File: src/rtl/core/cfwo_pkg.sv
// Shared types and constants of the circular FIFO with overwrite.
package cfwo_pkg;

   localparam int DEPTH  = 256;
   localparam int IDX_W  = 8;
   localparam int LEN_W  = 9;
   localparam int UNIT_W = 8;
   localparam int ADDR_W = 2;
   localparam int DATA_W = 32;

   localparam logic [LEN_W-1:0]  LEN_MAX  = LEN_W'(DEPTH);
   localparam logic [ADDR_W-1:0] REG_QLEN = '0;

   localparam logic [2:0] FUNC_PUSH  = 3'd0;
   localparam logic [2:0] FUNC_OVER  = 3'd1;
   localparam logic [2:0] FUNC_POP   = 3'd2;
   localparam logic [2:0] FUNC_PEEK  = 3'd3;
   localparam logic [2:0] FUNC_SKIP  = 3'd4;
   localparam logic [2:0] FUNC_CLEAR = 3'd5;

   localparam logic [1:0] STAT_OK    = 2'd0;
   localparam logic [1:0] STAT_FULL  = 2'd1;
   localparam logic [1:0] STAT_EMPTY = 2'd2;

   typedef enum logic {
      ST_IDLE,
      ST_EXEC
   } state_type;

   typedef struct packed {
      logic [2:0]        func;
      logic [UNIT_W-1:0] unit_data;
      logic [LEN_W-1:0]  unit_count;
   } req_type;

   typedef struct packed {
      logic [1:0]        status;
      logic [UNIT_W-1:0] read_data;
      logic [LEN_W-1:0]  units_skipped;
      logic [LEN_W-1:0]  usage_count;
      logic              is_empty;
      logic              is_full;
   } rsp_type;

   typedef struct packed {
      logic [LEN_W-1:0] len;
      logic             clear;
   } csr_type;

   typedef struct packed {
      logic              re;
      logic [IDX_W-1:0]  raddr;
      logic              we;
      logic [IDX_W-1:0]  waddr;
      logic [UNIT_W-1:0] wdata;
   } ram_req_type;

endpackage

File: src/rtl/core/cfwo_ram.sv
// Unit store: one write port, one registered read port.
module cfwo_ram
   import cfwo_pkg::*;
(
   input  logic              clock,
   input  ram_req_type       ram_req,
   output logic [UNIT_W-1:0] rd_data
);

   logic [UNIT_W-1:0] store_ff [DEPTH];
   logic [UNIT_W-1:0] rd_data_ff;

   always_ff @(posedge clock) begin
      if (ram_req.we) begin
         store_ff[ram_req.waddr] <= ram_req.wdata;
      end
      if (ram_req.re) begin
         rd_data_ff <= store_ff[ram_req.raddr];
      end
   end

   assign rd_data = rd_data_ff;

endmodule

File: src/rtl/core/cfwo_csr.sv
// Queue length register behind the APB-style port.
module cfwo_csr
   import cfwo_pkg::*;
(
   input  logic              clock,
   input  logic              reset,
   input  logic              psel,
   input  logic              penable,
   input  logic              pwrite,
   input  logic [ADDR_W-1:0] paddr,
   input  logic [DATA_W-1:0] pwdata,
   output logic [DATA_W-1:0] prdata,
   output logic              pready,
   output csr_type           csr
);

   logic [LEN_W-1:0] qlen_ff;
   logic [LEN_W-1:0] qlen_in;
   logic             wr_hit;

   assign pready = 1'b1;
   assign wr_hit = psel && penable && pwrite && (paddr == REG_QLEN);
   assign qlen_in = wr_hit ? pwdata[LEN_W-1:0] : qlen_ff;

   always_ff @(posedge clock) begin
      if (reset) begin
         qlen_ff <= LEN_MAX;
      end else begin
         qlen_ff <= qlen_in;
      end
   end

   always_comb begin
      prdata = '0;
      if (paddr == REG_QLEN) begin
         prdata = {{(DATA_W-LEN_W){1'b0}}, qlen_ff};
      end
   end

   always_comb begin
      csr.clear = wr_hit;
      if (qlen_ff == '0) begin
         csr.len = LEN_W'(1);
      end else if (qlen_ff > LEN_MAX) begin
         csr.len = LEN_MAX;
      end else begin
         csr.len = qlen_ff;
      end
   end

endmodule

File: src/rtl/core/cfwo_ctrl.sv
// Sequencer: index and count update around the unit store, result register.
module cfwo_ctrl
   import cfwo_pkg::*;
(
   input  logic              clock,
   input  logic              reset,
   input  logic              start,
   output logic              busy,
   input  req_type           req_item,
   output logic              rsp_strobe,
   output rsp_type           rsp_item,
   input  csr_type           csr,
   output ram_req_type       ram_req,
   input  logic [UNIT_W-1:0] ram_rd_data
);

   function automatic logic [IDX_W-1:0] idx_advance(
      input logic [IDX_W-1:0] idx,
      input logic [LEN_W-1:0] n,
      input logic [LEN_W-1:0] len
   );
      logic [LEN_W:0] v;
      v = {2'b00, idx} + {1'b0, n};
      if (v >= {1'b0, len}) begin
         v = v - {1'b0, len};
      end
      if (v >= {1'b0, len}) begin
         v = '0;
      end
      return v[IDX_W-1:0];
   endfunction

   state_type        state_ff, state_in;
   req_type          req_ff;
   logic [IDX_W-1:0] wr_idx_ff, wr_idx_in;
   logic [IDX_W-1:0] rd_idx_ff, rd_idx_in;
   logic [LEN_W-1:0] count_ff, count_in;
   rsp_type          rsp_ff, rsp_in;
   logic             rsp_strobe_ff;
   logic             accept;
   logic             exec;
   logic             full;
   logic             empty;
   logic [LEN_W-1:0] skipped;

   always_comb begin
      state_in = state_ff;
      unique case (state_ff)
         ST_IDLE: begin
            if (start) begin
               state_in = ST_EXEC;
            end
         end
         ST_EXEC: begin
            state_in = ST_IDLE;
         end
         default: begin
            state_in = ST_IDLE;
         end
      endcase
   end

   always_comb begin
      busy   = 1'b0;
      accept = 1'b0;
      exec   = 1'b0;
      unique case (state_ff)
         ST_IDLE: begin
            accept = start;
         end
         ST_EXEC: begin
            busy = 1'b1;
            exec = 1'b1;
         end
         default: begin
            busy = 1'b0;
         end
      endcase
   end

   assign full  = (count_ff == csr.len);
   assign empty = (count_ff == '0);
   assign skipped = (req_ff.unit_count > count_ff) ? count_ff : req_ff.unit_count;

   always_comb begin
      wr_idx_in = wr_idx_ff;
      rd_idx_in = rd_idx_ff;
      count_in  = count_ff;
      rsp_in    = '0;
      ram_req.re    = accept;
      ram_req.raddr = rd_idx_ff;
      ram_req.we    = 1'b0;
      ram_req.waddr = wr_idx_ff;
      ram_req.wdata = req_ff.unit_data;
      rsp_in.status = STAT_OK;
      if (csr.clear) begin
         wr_idx_in = '0;
         rd_idx_in = '0;
         count_in  = '0;
      end else if (exec) begin
         case (req_ff.func) inside
            FUNC_PUSH: begin
               if (full) begin
                  rsp_in.status = STAT_FULL;
               end else begin
                  ram_req.we = 1'b1;
                  wr_idx_in  = idx_advance(wr_idx_ff, LEN_W'(1), csr.len);
                  count_in   = count_ff + LEN_W'(1);
               end
            end
            FUNC_OVER: begin
               ram_req.we = 1'b1;
               wr_idx_in  = idx_advance(wr_idx_ff, LEN_W'(1), csr.len);
               if (full) begin
                  rd_idx_in = wr_idx_in;
               end else begin
                  count_in = count_ff + LEN_W'(1);
               end
            end
            FUNC_POP, FUNC_PEEK: begin
               if (empty) begin
                  rsp_in.status = STAT_EMPTY;
               end else begin
                  rsp_in.read_data = ram_rd_data;
                  if (req_ff.func == FUNC_POP) begin
                     rd_idx_in = idx_advance(rd_idx_ff, LEN_W'(1), csr.len);
                     count_in  = count_ff - LEN_W'(1);
                  end
               end
            end
            FUNC_SKIP: begin
               rsp_in.units_skipped = skipped;
               rd_idx_in = idx_advance(rd_idx_ff, skipped, csr.len);
               count_in  = count_ff - skipped;
            end
            FUNC_CLEAR: begin
               wr_idx_in = '0;
               rd_idx_in = '0;
               count_in  = '0;
            end
            default: begin
               count_in = count_ff;
            end
         endcase
      end
      rsp_in.usage_count = count_in;
      rsp_in.is_empty    = (count_in == '0);
      rsp_in.is_full     = (count_in == csr.len);
   end

   always_ff @(posedge clock) begin
      if (reset) begin
         state_ff      <= ST_IDLE;
         wr_idx_ff     <= '0;
         rd_idx_ff     <= '0;
         count_ff      <= '0;
         rsp_strobe_ff <= 1'b0;
      end else begin
         state_ff      <= state_in;
         wr_idx_ff     <= wr_idx_in;
         rd_idx_ff     <= rd_idx_in;
         count_ff      <= count_in;
         rsp_strobe_ff <= exec;
      end
   end

   always_ff @(posedge clock) begin
      if (accept) begin
         req_ff <= req_item;
      end
      if (exec) begin
         rsp_ff <= rsp_in;
      end
   end

   assign rsp_strobe = rsp_strobe_ff;
   assign rsp_item   = rsp_ff;

endmodule

File: src/rtl/core/circular_fifo_with_overwrite_top.sv
// Top level of the circular FIFO with overwrite.
//
// Request channel: drive req_item and raise start; the request is taken at
// a rising edge where start is high and busy is low. Operations are push,
// overwrite push, pop, peek, skip and clear.
// Response channel: rsp_item is valid for exactly one cycle while
// rsp_strobe is high; the receiver cannot stall it.
// Sequence: the request is taken in ST_IDLE and executed in ST_EXEC, and
// rsp_strobe and rsp_item are registered at the end of ST_EXEC.
// A new request is not taken while busy. The unit store has a registered
// read, so the oldest unit is read as the request is taken in ST_IDLE and
// ST_EXEC updates indexes, count and store; busy is high during ST_EXEC.
// A new request may be taken while the previous response is on the ports.
// Configuration: queue_length at byte address 0 (reset 256); writing it
// empties the queue. Write only while idle. pready is always high.
// Reset: synchronous, active high; the queue comes up empty and no clearing
// pass over the store is needed.
module circular_fifo_with_overwrite_top
   import cfwo_pkg::*;
(
   input  logic              clock,
   input  logic              reset,
   input  logic              start,
   output logic              busy,
   input  req_type           req_item,
   output logic              rsp_strobe,
   output rsp_type           rsp_item,
   input  logic              psel,
   input  logic              penable,
   input  logic              pwrite,
   input  logic [ADDR_W-1:0] paddr,
   input  logic [DATA_W-1:0] pwdata,
   output logic [DATA_W-1:0] prdata,
   output logic              pready
);

   csr_type           csr;
   ram_req_type       ram_req;
   logic [UNIT_W-1:0] ram_rd_data;

   cfwo_csr u_csr (
      .clock   (clock),
      .reset   (reset),
      .psel    (psel),
      .penable (penable),
      .pwrite  (pwrite),
      .paddr   (paddr),
      .pwdata  (pwdata),
      .prdata  (prdata),
      .pready  (pready),
      .csr     (csr)
   );

   cfwo_ram u_ram (
      .clock   (clock),
      .ram_req (ram_req),
      .rd_data (ram_rd_data)
   );

   cfwo_ctrl u_ctrl (
      .clock       (clock),
      .reset       (reset),
      .start       (start),
      .busy        (busy),
      .req_item    (req_item),
      .rsp_strobe  (rsp_strobe),
      .rsp_item    (rsp_item),
      .csr         (csr),
      .ram_req     (ram_req),
      .ram_rd_data (ram_rd_data)
   );

endmodule

File: config.mk
export PLATFORM = sky130hd
export DESIGN_NAME = circular_fifo_with_overwrite_top
export DESIGN_NICKNAME = d
export VERILOG_FILES = /design/src/rtl/core/cfwo_pkg.sv /design/src/rtl/core/cfwo_ram.sv /design/src/rtl/core/cfwo_csr.sv /design/src/rtl/core/cfwo_ctrl.sv /design/src/rtl/core/circular_fifo_with_overwrite_top.sv
export SDC_FILE = /design/constraint.sdc
export NUM_CORES = 2
export LEC_CHECK = 0
export ABC_CLOCK_PERIOD_IN_PS = 7800
export BUFFER_PORTS_ARGS = -buffer_cell sky130_fd_sc_hd__buf_4
export CORE_UTILIZATION = 30
export CTS_BUF_LIST = sky130_fd_sc_hd__clkbuf_4 sky130_fd_sc_hd__clkbuf_8
export DETAILED_ROUTE_END_ITERATION = 16
export GPL_TIMING_DRIVEN = 1
export SLEW_MARGIN = 0
export SYNTH_ARGS = -nofsm -noshare
export SYNTH_HDL_FRONTEND = slang
export SYNTH_HIERARCHICAL = 1
export SYNTH_SLANG_ARGS = --single-unit
File: constraint.sdc
create_clock -name clock -period 7.8 [get_ports clock]
set_clock_uncertainty 0.1 [all_clocks]
set_input_delay 0.78 -clock clock [delete_from_list [all_inputs] [get_ports clock]]
set_output_delay 0.78 -clock clock [all_outputs]
set_load 0.01 [all_outputs]
; Word-level counts from Yosys, hierarchy flattened
; Memories as Yosys holds them, arrays and structs flattened. A register that Yosys moved wholly into a read port is not among the register bits.
; Cells that the tools add are included.
[totals]
regBits = 86
ram_bits = 2048
in_bits = 60
out_inout_bits = 65
word_cells = 137
memories = 1
[op_classes]
n_addsub = 9
magnitude_cmp = 9
n_eq_ne = 13
muxes = 70
n_bitwise = 4
n_reduce_logical = 16
[mem_list]
columns = name, words, width, rd, rd_clocked_by_memory_dff, write_ports, line
row1 = u_ram.store_ff, 256, 8, 1, 1, 1, cfwo_ram.sv:10  ; logic [UNIT_W-1:0] store_ff [DEPTH];
[ops]
columns = operator, count
row1 = 2-to-1 mux 10 bit, 24
row2 = 2-to-1 mux 8 bit, 16
row3 = 2-to-1 mux 9 bit, 14
row4 = >= comparator 10 x 9 -> 1 bit, 7
row5 = subtractor 10 x 9 -> 10 bit, 3
row6 = logical NOT 9 bit, 3
row7 = adder 8 x 1 -> 9 bit (second input constant), 2
row8 = equality test 9 bit, 2
row9 = 2-to-1 mux 1 bit, 11
row10 = adder 8 x 9 -> 10 bit, 1
row11 = adder 9 x 1 -> 9 bit (second input constant), 1
row12 = greater-than comparator 9 bit, 1
row13 = greater-than comparator 9 bit (second input constant), 1
row14 = != test 3 x 1 -> 1 bit (second input constant), 3
row15 = subtractor 9 x 1 -> 9 bit (second input constant), 1
row16 = subtractor 9 bit, 1
row17 = 2-to-1 mux 2 bit, 4
row18 = equality test 3 x 2 -> 1 bit (second input constant), 2
row19 = equality test 3 bit (second input constant), 2
row20 = AND reduction 6 bit, 1
row21 = OR reduction 6 bit, 1
row22 = AND reduction 5 bit, 1
row23 = OR reduction 5 bit, 1
row24 = inverter 1 bit, 4
row25 = other kinds (11), 14

; Logic depth before layout (Yosys ltp)
[depth]
word_depth = 18
ltp_mapped = 33
depth_no_buf = 32

; Hierarchy
; The synthesis kept the hierarchy.
[by_module_without_submodules]
columns = module, n_inst, cells_each, area_per_inst_um2, seq_area_each_um2
row1 = cfwo_ram, 1, 3733, 79636.4, 61739.2
row2 = cfwo_ctrl, 1, 913, 7713.6, 2042.0
row3 = cfwo_csr, 1, 89, 758.2, 180.2

; Worst setup path before layout
; OpenSTA, ideal clock, no wires.
[synth_timing]
path_kind = reg2reg
from = register u_ctrl.count_ff[6]
to = register u_ctrl.rd_idx_ff[6]
setup_ns = 0.086
arrival_ns = 7.073
required_time_ns = 7.614
path_slack_ns = 0.541
path_stages_with_launch = 33
n_path_buf = 2
period_less_slack_ns = 7.259
path_cell_list = dfxtp_1 buf_1 inv_1 ha_1 a21oi_1 o21ai_0 a211oi_1 a21o_1 clkbuf_1 a21oi_1 inv_1 ha_1 a211o_1 a21oi_1 o211ai_1 a21oi_1 xnor2_1 ha_1 nand2_1 nor2_1 a211oi_1 a31oi_1 a311oi_2 mux2_2 ha_1 nand2b_1 a21oi_1 o21ai_0 a211oi_1 o21ai_0 o211ai_1 o211ai_1 a211oi_1
[synth_between]
elab_chain_cells = 16
elab_cells_between_ends = 22
classes_between = 2 x add/sub / 3 x order compare / 3 x eq/ne / 12 x mux / 2 x reduce/logical
[synth_rtl]
columns = element, line
row1 = start: declaration, cfwo_ctrl.sv:37  ; logic [LEN_W-1:0] count_ff, count_in;
row2 = start signal: assignment, cfwo_ctrl.sv:162  ; count_ff <= count_in;
row3 = greater-than comparator 9 bit *, cfwo_ctrl.sv:83  ; assign skipped = (req_ff.unit_count > count_ff) ? count_ff : req_ff.unit_count;
row4 = 2-to-1 mux 9 bit *, cfwo_ctrl.sv:83
row5 = net u_ctrl.skipped[1], cfwo_ctrl.sv:44  ; logic [LEN_W-1:0] skipped;
row6 = adder 8 x 9 -> 10 bit *, cfwo_ctrl.sv:23  ; v = {2'b00, idx} + {1'b0, n};
row7 = subtractor 10 x 9 -> 10 bit / >= comparator 10 x 9 -> 1 bit (equally long branches), "cfwo_ctrl.sv:25, cfwo_ctrl.sv:24"
row8 = 2-to-1 mux 10 bit *, cfwo_ctrl.sv:24  ; if (v >= {1'b0, len}) begin
row9 = 2-to-1 mux 10 bit * (4 in a row), cfwo_ctrl.sv:101  ; case (req_ff.func) inside
row10 = 2-to-1 mux 10 bit *, cfwo_ctrl.sv:100  ; end else if (exec) begin
row11 = 2-to-1 mux 10 bit *, cfwo_ctrl.sv:96  ; if (csr.clear) begin
row12 = >= comparator 10 x 9 -> 1 bit, cfwo_ctrl.sv:27  ; if (v >= {1'b0, len}) begin
row13 = 2-to-1 mux 8 bit *, cfwo_ctrl.sv:27
row14 = 2-to-1 mux 8 bit * (3 in a row), cfwo_ctrl.sv:101
row15 = end signal: assignment, cfwo_ctrl.sv:161  ; rd_idx_ff <= rd_idx_in;
row16 = end: declaration, cfwo_ctrl.sv:36  ; logic [IDX_W-1:0] rd_idx_ff, rd_idx_in;
; Mark *: on every way through the listed nets, which the timed path passes. The rest lies on a longest branch. The select of a mux whose other input is x is not followed.
; A chain may end at the register's enable or synchronous reset.

; Worst setup path in the final report
[layout_timing]
from = register u_ctrl/req_ff[8] in the netlist's numbering
to = register u_ctrl.rd_idx_ff[1]
[layout_between]
elab_chain_cells = 16
elab_cells_between_ends = 17
classes_between = 2 x add/sub / 3 x order compare / 12 x mux
[layout_rtl]
columns = element, line
row1 = start: declaration, cfwo_ctrl.sv:34  ; req_type req_ff;
row2 = start signal: assignment, cfwo_ctrl.sv:169  ; req_ff <= req_item;
row3 = greater-than comparator 9 bit *, cfwo_ctrl.sv:83
row4 = 2-to-1 mux 9 bit *, cfwo_ctrl.sv:83
row5 = net u_ctrl.skipped[5], cfwo_ctrl.sv:44
row6 = adder 8 x 9 -> 10 bit *, cfwo_ctrl.sv:23
row7 = subtractor 10 x 9 -> 10 bit / >= comparator 10 x 9 -> 1 bit (equally long branches), "cfwo_ctrl.sv:25, cfwo_ctrl.sv:24"
row8 = 2-to-1 mux 10 bit *, cfwo_ctrl.sv:24
row9 = 2-to-1 mux 10 bit * (4 in a row), cfwo_ctrl.sv:101
row10 = 2-to-1 mux 10 bit *, cfwo_ctrl.sv:100
row11 = 2-to-1 mux 10 bit *, cfwo_ctrl.sv:96
row12 = >= comparator 10 x 9 -> 1 bit, cfwo_ctrl.sv:27
row13 = 2-to-1 mux 8 bit *, cfwo_ctrl.sv:27
row14 = 2-to-1 mux 8 bit * (3 in a row), cfwo_ctrl.sv:101
; Marked as above.

==> summary.txt <==
Global routing
  – Vias in the first global route: approximately 48,000
  – GRT Resource Usage Total: ~15%
  – Antenna violations before repair: 7
  – Global-route wire length before repair: between 300 and 400 mm
  – Largest net degree at the start of global routing: between 200 and 250
  – GR Overflow Total: 0

Floorplan
  – Width of the die: approximately 540 um
  – Io pins: roughly 130
  – Num rows: 198
  – Die Y: around 540 um
  – Total core area: between 200,000 and 300,000 sq um
  – Starting Density: 30.2%
  – Die Area: slightly below 300,000 sq um

Setup path
  – CP Launch Type: flip-flop
  – Worst path most repeated cell: a211oi_1
  – Worst r2r path cells: 32
  – Critical Path Sink Type: flip-flop
  – CP peak stage delay: slightly below 500 ps
  – Worst path top cell family by delay: compound AO/OA/AOI/OAI gates
  – Reg2reg end: u_ctrl/rd_idx_ff[1]
  – Worst Path Arrival: ~8000 ps
  – Crit path buf inv count: 4
  – R2R setup slack: a little under 700 ps
  – Slowest stage cell, crit path: edfxtp_1
  – WP data required: ~8600 ps
  – Crit-path max FO: 8
  – Setup CP Type: reg -> reg
  – RR Startpoint: u_ctrl/req_ff[8]

Routing
  – Vias: between 40,000 and 50,000
  – Antenna-violating nets left: 0
  – DRC viols: 0
  – Drt initial violations: between 5,000 and 6,000
  – Pre-antenna DRT Iters: 6
  – Via/cell ratio: 5.17
  – Avg WL per Cell: approximately 25 um
  – Final WL: ~230 mm

Synth
  – Number of synthesized flops with an enable pin: 2,106
  – Post-synth ARST share: 0%
  – Area contributors post-synth: edfxtp_1 (72%), mux4_2 (12%), mux2i_1 (1.7%)
  – Share of the yosys chip area belonging to registers: 72.6%
  – Post-synth top area share: 71.8%
  – Syn_area_per_cell: 18.6 sq um
  – Mapped cell area: roughly 88,000 sq um
  – Ys flop type: edfxtp_1
  – Post-Syn Instances: roughly 4,700
  – Distinct cells, synth: a little over 90
  – Syn. warnings: 6
  – Largest area contributor in the netlist: edfxtp_1
  – Post-synthesis sequential element count: roughly 2,100

Worst hold path
  – Hold Crit Endpoint: u_csr/qlen_ff[1]
  – Worst hold path class: in -> reg
  – Hold Path Depth: 3
  – Hold path startpoint: penable

STA
  – RSZ-0062 raised after global routing: no
  – Slew Viols, Final: 0
  – Max-slew headroom: 12.2%
  – Setup violations, final: 0
  – Setup TNS: 0 ps
  – Min cycle time layout: around 7100 ps
  – Hold Violations, Final: 0
  – Fmax: 140 MHz
  – Crit share post-route: around nine tenths
  – Slew @ Worst Pin: around 1300 ps

Final layout
  – Util after Layout: between 30% and 40%
  – P&R area growth vs syn: 13.5%
  – Fill count: approximately 27,000
  – Final nets: between 5,000 and 6,000
  – Layout cells sized above 1: a little under a quarter
  – Most common cell after layout, fill and taps aside: edfxtp_1
  – Leading cell types in the layout, fill and taps excluded: edfxtp_1 (2,106), mux4_2 (454), nor2_1 (379)

Place
  – Gpl congestion: slightly below 0.9
  – Dpl hpwl: around 140 mm
  – Port bufs: between 70 and 80

Power
  – Clock power frac: around two fifths
  – Maximum vdd drop: around 0.17 mV
  – Switch share: 21.3%
  – Total power: approximately 23 mW
  – Internal power: 18.2 mW
  – Sw Pwr: 4.94 mW
  – Cell leakage power: about 30 nW
  – Flop pwr share: ~55%
  – Combinational Power Share: between 3 and 4%
  – PD cells: ~230 nW/um^2

Run status
  – Outcome: completed

CTS
  – Root cell of the clock tree: clkbuf_8
  – Clk sinks: approximately 2,100
  – CTS Buffer Depth: 4
  – H-tree depth: 5
  – Worst skew pair latency: around 1100 ps
  – CTS tree: yes
  – Num CTS Buffers: ~370
  – Worst-path clk slew: 50 ps

Run
  – Maxcap violations: 0
-- per-layer routing --
layer	routed length (um)	track usage, %
met5	0	0
met4	7490	5.51
met3	18800	3.35
met2	111000	24.8
met1	93900	20.3
-- per-stage QoR --
step	hold slack [ps]	worst slack (ps)	std cells	cell area (sq um)
2_1_floorplan	357	541	4757	88200
3_3_place_gp	399	329	8529	92700
3_5_place_dp	396	342	8529	92700
4_1_cts	177	277	9186	99900
5_1_grt	243	4.28	9195	100000
6_report	313	679	9196	100000
-- power groups by stage --
stage	Sequential, mW	Clock [mW]	Combinational [mW]
floorplan	12.9	0	0.467
global placement	12.9	0	0.726
detailed placement	12.9	0	0.743
CTS	12.7	9.93	0.759
global route	12.7	10.4	0.831
finish	12.7	9.71	0.773
-- state kept, by name, summed over array words and instances, names as in the netlist --
signal	cells
u_ctrl/rsp_item	30
u_ram/store_ff	2048
u_ctrl/wr_idx_ff	8
u_ctrl/rsp_strobe	1
u_ram/rd_data	8
u_ctrl/state_ff	1
u_ctrl/req_ff	12
u_ctrl/ram_req	8
u_ctrl/count_ff	9
u_csr/qlen_ff	9
u_ctrl/rd_idx_ff	8
-- cell usage after synthesis (29+ instances only) --
cell,number
a211oi_1,44
buf_2,33
o22ai_1,30
nor2_1,382
inv_1,59
o221ai_1,50
buf_4,62
xnor2_1,29
mux4_2,454
nor2b_1,59
nor3_1,54
a22oi_1,142
a21oi_1,141
mux2i_1,151
nand2_1,80
dfxtp_1,36
edfxtp_1,2106
ha_1,83
o21ai_0,60
nand2b_1,30
nand3_1,59
clkbuf_1,137
nor4_1,38
-- how the worst max path moves through the flow --
stage | cells after the start | slack, ps | startpoint | end
3_3_place_gp | 31 | 330 | u_ctrl/req_ff[8] | u_ctrl/rd_idx_ff[6]
4_1_cts | 31 | 280 | u_ctrl/req_ff[8] | u_ctrl/rd_idx_ff[6]
2_1_floorplan | 32 | 540 | u_ctrl/count_ff[6] | u_ctrl/rd_idx_ff[6]
5_1_grt | 32 | 4 | u_ctrl/req_ff[8] | u_ctrl/rd_idx_ff[3]
6_report | 32 | 680 | u_ctrl/req_ff[8] | u_ctrl/rd_idx_ff[1]
3_5_place_dp | 31 | 340 | u_ctrl/req_ff[8] | u_ctrl/rd_idx_ff[6]
-- cell families after synthesis --
family	count (synthesis)	synth area share [%]
XOR/XNOR	39	0.388
other	2	0.00852
AND/OR/NAND/NOR	835	4.59
buffers and inverters	367	2.43
flip-flops	2142	72.6
AO/OA/AOI/OAI	638	5.10
multiplexers	624	13.6
adder cells (fa/ha/maj)	88	1.29
-- worst min-delay path: cells and delay by family --
family                 cells  cell delay [ps]
buffers and inverters      1              110
multiplexers               1              180
AND/OR/NAND/NOR            1              300
-- final cells by class --
cell class                      count  area [sq um]  area share (%)
Clock inverter                    149           948           0.948
Multi-Input combinational cell   2248         22200            22.2
Antenna cell                        2          5.00         0.00501
Tap cell                         3900          4880            4.88
Timing Repair Buffer              217          1840            1.84
Sequential cell                  2142         64000            64.0
Clock buffer                      478          5940            5.94
Inverter                           60           225           0.225
-- repair_timing --
item / CTS / global route
hold buffers: 30 / 0
endpoints found under the setup margin: 0 / 8
gates resized for setup: 0 / 2
setup buffers: 0 / 8
endpoints found under the hold margin: 35 / 0
No activity file was read; power rests on OpenSTA's default activity.
